### src/hdl/ppsch_pkg.sv
// Shared types, sizes and helpers for the preemptive priority scheduler.
// Used by the queue cells, the queue chain, the top level and the checker.
// No dependencies.
package ppsch_pkg;

   localparam int QUEUE_DEPTH   = 16;
   localparam int ID_BITS       = 8;
   localparam int PRIO_BITS     = 8;
   localparam int BURST_BITS    = 16;
   localparam int FILL_BITS     = $clog2(QUEUE_DEPTH + 1);
   localparam int COUNT_BITS    = 32;
   localparam int REQ_DATA_BITS = 32;
   localparam int RSP_DATA_BITS = 88;

   localparam logic KIND_ARRIVAL = 1'b0;
   localparam logic KIND_TICK    = 1'b1;

   typedef struct packed {
      logic [PRIO_BITS-1:0]  prio;
      logic [ID_BITS-1:0]    id;
      logic [BURST_BITS-1:0] rem;
   } job_type;

   // What one cell shows its neighbors.
   typedef struct packed {
      logic    valid;
      logic    le;     // holds a job that sorts at or before the job being inserted
      job_type job;
   } link_type;

   typedef enum logic [1:0] {
      OP_HOLD,
      OP_INSERT,
      OP_POP
   } cell_op_type;

   typedef struct packed {
      cell_op_type op;
      job_type     new_job;
   } queue_cmd_type;

   typedef enum logic [1:0] {
      ST_IDLE,
      ST_EXEC,
      ST_REINS,
      ST_RESULT
   } state_type;

   // Sort key: priority, then id. Equal keys keep their entry order.
   function automatic logic key_le(input job_type a, input job_type b);
      return {a.prio, a.id} <= {b.prio, b.id};
   endfunction

endpackage

### src/hdl/ppsch_cell.sv
// One slot of the sorted ready queue: holds a job and trades it with neighbors.
// Depends on ppsch_pkg.
module ppsch_cell (
   input  logic                   clock,
   input  logic                   reset,
   input  ppsch_pkg::cell_op_type op,
   input  ppsch_pkg::job_type     new_job,
   input  ppsch_pkg::link_type    prev_link,
   input  ppsch_pkg::link_type    next_link,
   output ppsch_pkg::link_type    link
);
   import ppsch_pkg::*;

   logic    valid_ff, valid_in;
   job_type job_ff, job_in;
   logic    le;

   assign le = valid_ff && key_le(job_ff, new_job);

   always_comb begin
      valid_in = valid_ff;
      job_in   = job_ff;
      unique case (op)
         OP_POP: begin
            valid_in = next_link.valid;
            job_in   = next_link.job;
         end
         OP_INSERT: begin
            // stable insert: new job lands behind every job that sorts at or before it
            if (!le) begin
               if (prev_link.le) begin
                  valid_in = 1'b1;
                  job_in   = new_job;
               end else begin
                  valid_in = prev_link.valid;
                  job_in   = prev_link.job;
               end
            end
         end
         default: begin
         end
      endcase
   end

   always_ff @(posedge clock) begin
      if (reset) begin
         valid_ff <= 1'b0;
      end else begin
         valid_ff <= valid_in;
      end
   end

   always_ff @(posedge clock) begin
      job_ff <= job_in;
   end

   assign link = '{valid: valid_ff, le: le, job: job_ff};

endmodule

### src/hdl/ppsch_queue.sv
// Ready queue as a chain of cells kept sorted, best job always in cell 0.
// Depends on ppsch_pkg and ppsch_cell.
module ppsch_queue (
   input  logic                     clock,
   input  logic                     reset,
   input  ppsch_pkg::queue_cmd_type cmd,
   output ppsch_pkg::job_type       head
);
   import ppsch_pkg::*;

   localparam link_type LINK_HEAD = '{valid: 1'b0, le: 1'b1, job: '0};
   localparam link_type LINK_TAIL = '{valid: 1'b0, le: 1'b0, job: '0};

   link_type links     [QUEUE_DEPTH];
   link_type prev_link [QUEUE_DEPTH];
   link_type next_link [QUEUE_DEPTH];

   for (genvar gi = 0; gi < QUEUE_DEPTH; gi++) begin : g_cell
      if (gi == 0) begin : g_first
         assign prev_link[gi] = LINK_HEAD;
      end else begin : g_mid
         assign prev_link[gi] = links[gi-1];
      end
      if (gi == QUEUE_DEPTH - 1) begin : g_last
         assign next_link[gi] = LINK_TAIL;
      end else begin : g_body
         assign next_link[gi] = links[gi+1];
      end

      ppsch_cell u_cell (
         .clock     (clock),
         .reset     (reset),
         .op        (cmd.op),
         .new_job   (cmd.new_job),
         .prev_link (prev_link[gi]),
         .next_link (next_link[gi]),
         .link      (links[gi])
      );
   end

   assign head = links[0].job;

endmodule

### src/hdl/preemptive_priority_scheduler.sv
// Preemptive priority scheduler: one result transaction per request transaction.
// An arrival, a halted tick or a tick without preemption passes through ST_EXEC and
// ST_RESULT; a tick that preempts also passes through ST_REINS, which puts the
// preempted job back through the cell chain. A result transaction not taken holds
// the block before the next. Arrivals go to a sorted queue of QUEUE_DEPTH cells
// (lower priority value first, then lower id, then entry order); a full queue drops them and flags it.
// Depends on ppsch_pkg and ppsch_queue.
module preemptive_priority_scheduler (
   input  logic                                 clock,
   input  logic                                 reset,
   // halted
   input  logic                                 csr_valid,
   output logic                                 csr_ready,
   input  logic                                 csr_data,
   // job_id[7:0], job_priority[15:8], job_burst[31:16]
   input  logic                                 req_tvalid,
   output logic                                 req_tready,
   input  logic [ppsch_pkg::REQ_DATA_BITS-1:0]  req_tdata,
   // kind[0]
   input  logic                                 req_tuser,
   // running_valid[0], running_id[8:1], finished[9], finished_id[17:10],
   // finish_time[49:18], dropped[50], waiting_count[55:51], busy_ticks[87:56]
   output logic                                 rsp_tvalid,
   input  logic                                 rsp_tready,
   output logic [ppsch_pkg::RSP_DATA_BITS-1:0]  rsp_tdata
);
   import ppsch_pkg::*;

   state_type             state_ff, state_in;
   logic                  halted_ff;
   logic                  kind_ff;
   job_type               item_job_ff;
   logic                  cur_valid_ff, cur_valid_in;
   job_type               cur_job_ff, cur_job_in;
   job_type               held_job_ff, held_job_in;
   logic [COUNT_BITS-1:0] time_ff, time_in;
   logic [COUNT_BITS-1:0] busy_ff, busy_in;
   logic [FILL_BITS-1:0]  fill_ff, fill_in;
   logic                  fin_ff, fin_in;
   logic [ID_BITS-1:0]    fin_id_ff, fin_id_in;
   logic [COUNT_BITS-1:0] fin_time_ff, fin_time_in;
   logic                  drop_ff, drop_in;
   logic                  rsp_tvalid_ff;
   logic [RSP_DATA_BITS-1:0] rsp_tdata_ff;

   job_type       head;
   queue_cmd_type cmd;
   logic          out_free, load_out, accept;
   logic          full, has_waiting, preempt, tick_run;
   job_type       eff_job;

   assign out_free    = !rsp_tvalid_ff || rsp_tready;
   assign accept      = req_tvalid && req_tready;
   assign full        = fill_ff >= FILL_BITS'(QUEUE_DEPTH);
   assign has_waiting = fill_ff != '0;
   assign preempt     = cur_valid_ff && has_waiting && (head.prio < cur_job_ff.prio);
   assign tick_run    = (kind_ff == KIND_TICK) && !halted_ff;
   assign eff_job     = preempt ? head : cur_job_ff;

   // next state
   always_comb begin
      state_in = state_ff;
      unique case (state_ff)
         ST_IDLE: begin
            if (req_tvalid) state_in = ST_EXEC;
         end
         ST_EXEC: begin
            state_in = (tick_run && preempt) ? ST_REINS : ST_RESULT;
         end
         ST_REINS: begin
            state_in = ST_RESULT;
         end
         ST_RESULT: begin
            if (out_free) state_in = req_tvalid ? ST_EXEC : ST_IDLE;
         end
         default: begin
            state_in = ST_IDLE;
         end
      endcase
   end

   // control outputs
   always_comb begin
      req_tready  = 1'b0;
      load_out    = 1'b0;
      cmd.op      = OP_HOLD;
      cmd.new_job = item_job_ff;
      unique case (state_ff)
         ST_IDLE: begin
            req_tready = 1'b1;
         end
         ST_EXEC: begin
            if (kind_ff == KIND_ARRIVAL) begin
               if (!full) cmd.op = OP_INSERT;
            end else if (tick_run && (preempt || (!cur_valid_ff && has_waiting))) begin
               cmd.op = OP_POP;
            end
         end
         ST_REINS: begin
            cmd.op      = OP_INSERT;
            cmd.new_job = held_job_ff;
         end
         ST_RESULT: begin
            req_tready = out_free;
            load_out   = out_free;
         end
         default: begin
         end
      endcase
   end

   // scheduling datapath
   always_comb begin
      cur_valid_in = cur_valid_ff;
      cur_job_in   = cur_job_ff;
      held_job_in  = held_job_ff;
      time_in      = time_ff;
      busy_in      = busy_ff;
      fill_in      = fill_ff;
      fin_in       = fin_ff;
      fin_id_in    = fin_id_ff;
      fin_time_in  = fin_time_ff;
      drop_in      = drop_ff;
      if (state_ff == ST_EXEC) begin
         fin_in      = 1'b0;
         fin_id_in   = '0;
         fin_time_in = '0;
         drop_in     = 1'b0;
         if (kind_ff == KIND_ARRIVAL) begin
            if (full) drop_in = 1'b1;
            else      fill_in = fill_ff + 1'b1;
         end else if (tick_run) begin
            time_in = time_ff + 1'b1;
            if (cur_valid_ff) begin
               held_job_in = cur_job_ff;   // preempted job, reinserted next cycle
               busy_in     = busy_ff + 1'b1;
               if (eff_job.rem <= BURST_BITS'(1)) begin
                  fin_in       = 1'b1;
                  fin_id_in    = eff_job.id;
                  fin_time_in  = time_ff;
                  cur_valid_in = 1'b0;
                  cur_job_in   = eff_job;
               end else begin
                  cur_job_in     = eff_job;
                  cur_job_in.rem = eff_job.rem - 1'b1;
               end
            end else if (has_waiting) begin
               cur_job_in   = head;
               cur_valid_in = 1'b1;
               fill_in      = fill_ff - 1'b1;
            end
         end
      end
   end

   always_ff @(posedge clock) begin
      if (reset) begin
         state_ff      <= ST_IDLE;
         halted_ff     <= 1'b0;
         cur_valid_ff  <= 1'b0;
         time_ff       <= '0;
         busy_ff       <= '0;
         fill_ff       <= '0;
         fin_ff        <= 1'b0;
         drop_ff       <= 1'b0;
         rsp_tvalid_ff <= 1'b0;
      end else begin
         state_ff     <= state_in;
         if (csr_valid) halted_ff <= csr_data;
         cur_valid_ff <= cur_valid_in;
         time_ff      <= time_in;
         busy_ff      <= busy_in;
         fill_ff      <= fill_in;
         fin_ff       <= fin_in;
         drop_ff      <= drop_in;
         if (load_out)        rsp_tvalid_ff <= 1'b1;
         else if (rsp_tready) rsp_tvalid_ff <= 1'b0;
      end
   end

   always_ff @(posedge clock) begin
      if (accept) begin
         kind_ff          <= req_tuser;
         item_job_ff.id   <= ID_BITS'(req_tdata[7:0]);
         item_job_ff.prio <= PRIO_BITS'(req_tdata[15:8]);
         item_job_ff.rem  <= BURST_BITS'(req_tdata[31:16]);
      end
      cur_job_ff  <= cur_job_in;
      held_job_ff <= held_job_in;
      fin_id_ff   <= fin_id_in;
      fin_time_ff <= fin_time_in;
      if (load_out) begin
         rsp_tdata_ff <= {busy_ff, 5'(fill_ff), drop_ff, fin_time_ff, 8'(fin_id_ff), fin_ff,
                          (cur_valid_ff ? 8'(cur_job_ff.id) : 8'd0), cur_valid_ff};
      end
   end

   ppsch_queue u_queue (
      .clock (clock),
      .reset (reset),
      .cmd   (cmd),
      .head  (head)
   );

   assign csr_ready  = 1'b1;
   assign rsp_tvalid = rsp_tvalid_ff;
   assign rsp_tdata  = rsp_tdata_ff;

endmodule

### config.mk
export PLATFORM = sky130hd
export DESIGN_NAME = preemptive_priority_scheduler
export DESIGN_NICKNAME = d
export VERILOG_FILES = /design/src/hdl/ppsch_pkg.sv /design/src/hdl/ppsch_cell.sv /design/src/hdl/ppsch_queue.sv /design/src/hdl/preemptive_priority_scheduler.sv
export SDC_FILE = /design/constraint.sdc
export NUM_CORES = 2
export LEC_CHECK = 0
export ABC_CLOCK_PERIOD_IN_PS = 9900
export BUFFER_PORTS_ARGS = -buffer_cell sky130_fd_sc_hd__buf_2
export CAP_MARGIN = 5
export CORE_ASPECT_RATIO = 1.2
export CORE_UTILIZATION = 60
export CTS_CLUSTER_SIZE = 40
export DETAILED_ROUTE_END_ITERATION = 12
export GPL_ROUTABILITY_DRIVEN = 0
export PLACE_DENSITY = 0.82
export SKIP_LAST_GASP = 1
export SLEW_MARGIN = 15
export SYNTH_ARGS = -nofsm -noshare
export SYNTH_HDL_FRONTEND = slang
export SYNTH_SLANG_ARGS = --single-unit
### constraint.sdc
create_clock -name clock -period 9.9 [get_ports clock]
set_clock_uncertainty 0.2 [all_clocks]
set_input_delay 1.485 -clock clock [delete_from_list [all_inputs] [get_ports clock]]
set_output_delay 1.485 -clock clock [all_outputs]
set_load 0.02 [all_outputs]
---- Word level (Yosys, flattened, before mapping) ----
Index checks and enable logic that the tools add are counted.
operators by class
  equality and inequality tests ........... 27
  $add $sub $neg .......................... 5
  magnitude comparators ................... 19
  multiplexer cells ....................... 126
  reduce and logical (&&, ||, !) cells .... 55
operators by type and width
  kind                                                   count
  2-to-1 mux 32 bit                                      35
  one-hot mux 32 bit (2 select lines)                    16
  <= comparator 16 bit                                   16
  adder 32 x 1 -> 32 bit (second input constant)         2
  2-to-1 mux 1 bit                                       46
  inequality test 2 bit (second input constant)          20
  one-hot mux 1 bit (2 select lines)                     17
  AND reduction 2 bit                                    17
  2-to-1 mux 5 bit                                       5
  logical AND 1 bit                                      23
  <= comparator 16 x 1 -> 1 bit (second input constant)  1
  2-to-1 mux 16 bit                                      1
  subtractor 16 x 1 -> 16 bit (second input constant)    1
  AND reduction 4 bit                                    3
  < comparator 8 bit                                     1
  2-to-1 mux 2 bit                                       4
  one-hot mux 2 bit (4 select lines)                     1
  == test 2 bit (second input constant)                  3
  nonzero test 2 bit                                     3
  adder 5 x 1 -> 5 bit (second input constant)           1
  >= comparator 5 bit (second input constant)            1
  AND reduction 5 bit                                    1
  nonzero test 5 bit                                     1
  subtractor 5 x 1 -> 5 bit (second input constant)      1
  other kinds (7)                                        12
word-level totals
  word-level logic and storage cells ...... 319
  bits in registers ....................... 829

---- Logic depth before layout (Yosys ltp) ----
  word-level depth ........................ 11
  mapped depth ............................ 18

---- By module ----
From an unflattened synthesis, not the netlist that was laid out.
second synthesis, totals
  cell total of the unflattened synthesis .. 4306
  area total of the unflattened synthesis .. 46621.0 µm²
modules (own cells, without submodules)
  module                         area each (µm²)  instances  cells each
  ppsch_cell                     2130.8           16         209
  preemptive_priority_scheduler  12520.8          1          960
  ppsch_queue                    7.5              1          2

---- Worst setup path after synthesis ----
OpenSTA, ideal clock, no wires.
  path kind ............................... in2out
  from .................................... input port rsp_tready
  to ...................................... output port req_tready
  setup slack ............................. 2.218 ns
  cell stages on the path ................. 3
  arrival ................................. 5.997 ns
  data required time ...................... 8.215 ns
  cell sequence ........................... nor2b_1 > nor2b_1 > o21ba_2
between the ends
  word-level cells in the longest chain between the ends .. 2
ends and longest elaborated chain
  item                                line                                 text
  start, declared                     preemptive_priority_scheduler.sv:24  input logic rsp_tready,
  logical OR 1 bit                    preemptive_priority_scheduler.sv:52  assign out_free = !rsp_tvalid_ff || rsp_tready;
  one-hot mux 1 bit (2 select lines)  preemptive_priority_scheduler.sv:88  unique case (state_ff)
  end, declared                       preemptive_priority_scheduler.sv:17  output logic req_tready,
No other way between the ends.

==> flow_summary.json <==
{
  "ios": 130,
  "slew_headroom_pct": 22.0,
  "drt_iter0_markers": 5370,
  "fp.dieH_um": 310,
  "setup_ws_ns": 4.03,
  "crit_start": "state_ff[0]",
  "core_sq_mm": 0.0779,
  "critical_path_peak_fanout": 33,
  "drive_above_1_share_pct": 11.5,
  "numCtsBuffers": 85,
  "status": "complete, no violations",
  "dp_cells": 5325,
  "async_flop_share_pct": 0,
  "postRouteWirelength_um": 137000,
  "cellLeakagePower_uw": 0.0195,
  "synth-seq-area-share_pct": 50.7,
  "reg2reg_from": "state_ff[0]",
  "rsz0062_at_grt": "false",
  "cts.htree.levels": 3,
  "setup_tns_ns": 0,
  "period_minus_slack_ns": 5.87,
  "n_antenna_cell": 0,
  "synth.avg_cell_area_sq_um": 10.6,
  "hold_path.class": "flip-flop to flip-flop",
  "die_x_um": 258,
  "period_share_pct": 59.3,
  "area_growth_pct": 8.60,
  "fp-row-count": 112,
  "setup_violations": 0,
  "power_density_mw_per_mm2": 341,
  "cts_tree": "yes",
  "layoutNonFillerInstCount": 5485,
  "num_vias": 38482,
  "grtUsageTotal_pct": 33.6,
  "critPathLaunchType": "flip-flop",
  "regArea_sq_mm": 0.0240,
  "cts_setup_buffers": 0,
  "grt_pass1_vias": 37387,
  "grt_first_pass_wirelength_um": 211000,
  "ctsResizeCount": 0,
  "grt_max_degree": 232,
  "placed_cell_area_sq_mm": 0.0485,
  "path_clk_slew_ns": 0.06,
  "nNetsFinal": 4704,
  "dieArea_sq_mm": 0.0800,
  "ant_nets": 0,
  "clkLatencyLatePin_ns": 0.66,
  "hold_buffers": 0,
  "max_clock_freq_mhz": 170,
  "fin_area_sq_mm": 0.0514,
  "reg2reg_slack_ns": 4.03,
  "cts_sinks": 829,
  "initial_core_util_pct": 60.7,
  "synth_nets": 4765,
  "multi_input_area_sq_mm": 0.0216,
  "globalRouteOverflowTotal": 0,
  "worst_pin_slew_ns": 1.17,
  "fillCellCount": 5754,
  "pre_cts_slack_ns": 4.37,
  "slew_viol_final": 0,
  "root_buffer": "clkbuf_16",
  "vdd_drop_max_mv": 0.331,
  "clockBufferDepth": 3,
  "hold_viol": 0,
  "drc": 0,
  "ys_types": 89,
  "drtPass1Iterations": 7,
  "via_per_inst": 7.02,
  "portBuffers": 128,
  "synth_edf_count": 737,
  "cp-end-kind": "flip-flop",
  "dp_hpwl_um": 91300,
  "synth_area_sq_mm": 0.0473,
  "synth_cells": 4449,
  "min_from": "fin_time_ff[3]",
  "yosys_warnings": 0,
  "crit_type": "flip-flop to flip-flop",
  "wire_per_inst_um": 24.9,
  "synthFlopType": "edfxtp_1",
  "antenna_found_initial": 1,
  "ys_ff_latch": 829,
  "timing.max_cap.violations": 0,
  "cp.arrival_ns": 6.03,
  "hold_ws_ns": 0.220,
  "cp.required_ns": 10.06
}
[critical path, cell delays in order, from the launching register on]
cell and delay (ns):
dfxtp_1 0.35, inv_1 0.10, ha_1 0.19, buf_4 0.51
mux2_2 0.57, inv_1 0.62, ha_1 0.39, a21o_1 0.19
a2111oi_0 0.44, o21ai_0 0.22, o21ai_0 0.32, and2_2 0.57
buf_4 0.49, mux2i_1 0.28, o21ai_0 0.12
[report_power, final]
part           total, uW  switching [uW]  leakage, uW  internal [uW]
sequential          6590             917      0.00752           5670
clock               3300            1460      0.00139           1850
combinational       7640            4890       0.0106           2740
[kinds of logic (layout without fill, tap and decap cells)]
group / after synthesis / in the layout / synth area share, %
buffers and inverters: 467 / 477 / 4.16
xor gates and xnor gates: 63 / 63 / 1.17
AOI/OAI and AO/OA: 1253 / 1253 / 19.1
adders and majority gates: 277 / 277 / 7.34
other: 1 / 1 / 0.00792
and+or+nand+nor: 1447 / 1447 / 15.1
DFF: 829 / 829 / 50.7
muxes: 112 / 112 / 2.47
[per-layer routing]
metal,wire length (um),GRT usage [%],up-vias
li1,-,-,16959
met1,50000,41.5,18515
met2,64900,54.6,2483
met3,11100,4.18,523
met4,10600,24.8,2
met5,13,0,-
[flip-flops by register name (all words and copies together), names as in the netlist, 5 cells and up]
name                            cells
busy_ff                            32
cur_job_ff                         32
fill_ff                             5
fin_id_ff                           8
fin_time_ff                        32
held_job_ff                        32
item_job_ff                        32
rsp_tdata                          88
time_ff                            32
u_queue.g_cell.u_cell.link        512
u_queue.g_cell.u_cell.valid_ff     16
[synthesized netlist by cell type, drive strengths merged (37+ instances only)]
master | number | area share (%)
nand2b | 39 | 0.52
clkbuf | 217 | 1.7
nor3 | 37 | 0.42
nand4 | 81 | 1.1
and2 | 55 | 0.73
a21oi | 177 | 1.9
o21ai | 318 | 3.4
edfxtp | 737 | 47
nand3 | 153 | 1.6
nor2 | 176 | 1.4
and3 | 81 | 1.1
ha | 276 | 7.3
a21o | 42 | 0.67
inv | 115 | 0.91
dfxtp | 92 | 3.9
mux2i | 77 | 1.6
nand2 | 561 | 4.5
xor2 | 41 | 0.76
a31oi | 167 | 2.2
o221a | 65 | 1.5
buf | 132 | 1.5
o211ai | 79 | 1.3
nor2b | 187 | 2.5
a221o | 226 | 4.8
[metrics by stage]
stage	utilization (%)	total power [uW]
after floorplan	-	11700
after global placement	62.3	13600
after detailed placement	62.3	13900
after CTS	65.9	17200
after global routing	66.0	18400
final	66.0	17500
[placed cells by master, fill, tap and decap left out, types with 41 or more instances in the layout]
cell type / instances
xor2_1: 41
nor2b_1: 186
nor2_1: 169
a221o_1: 226
a21oi_1: 175
a21o_1: 42
a31oi_1: 167
nand2_1: 560
nand3_1: 153
buf_4: 70
nand4_1: 80
and3_1: 80
o221a_2: 65
mux2i_1: 76
o21ai_0: 300
inv_1: 115
buf_2: 127
and2_1: 54
o211ai_1: 78
dfxtp_1: 87
edfxtp_1: 737
clkbuf_16: 89
ha_1: 275
[layout make-up]
class | count | share of cell area, %
multi-input combinational | 3153 | 42.0
clock inverter | 53 | 0.959
tap | 1026 | 2.50
clock buffer | 105 | 4.53
timing repair buffer | 201 | 2.44
sequential | 829 | 46.7
inverter | 118 | 0.862
[path summary, 6_finish.rpt]
path | cells past startpoint | to
worst min register to register | 0 | rsp_tdata[21]
worst min-delay path | 0 | rsp_tdata[21]
worst max register to register | 14 | u_queue.g_cell[2].u_cell.link[4]
worst max-delay path | 14 | u_queue.g_cell[2].u_cell.link[4]
(Power assumes the default switching activity.)
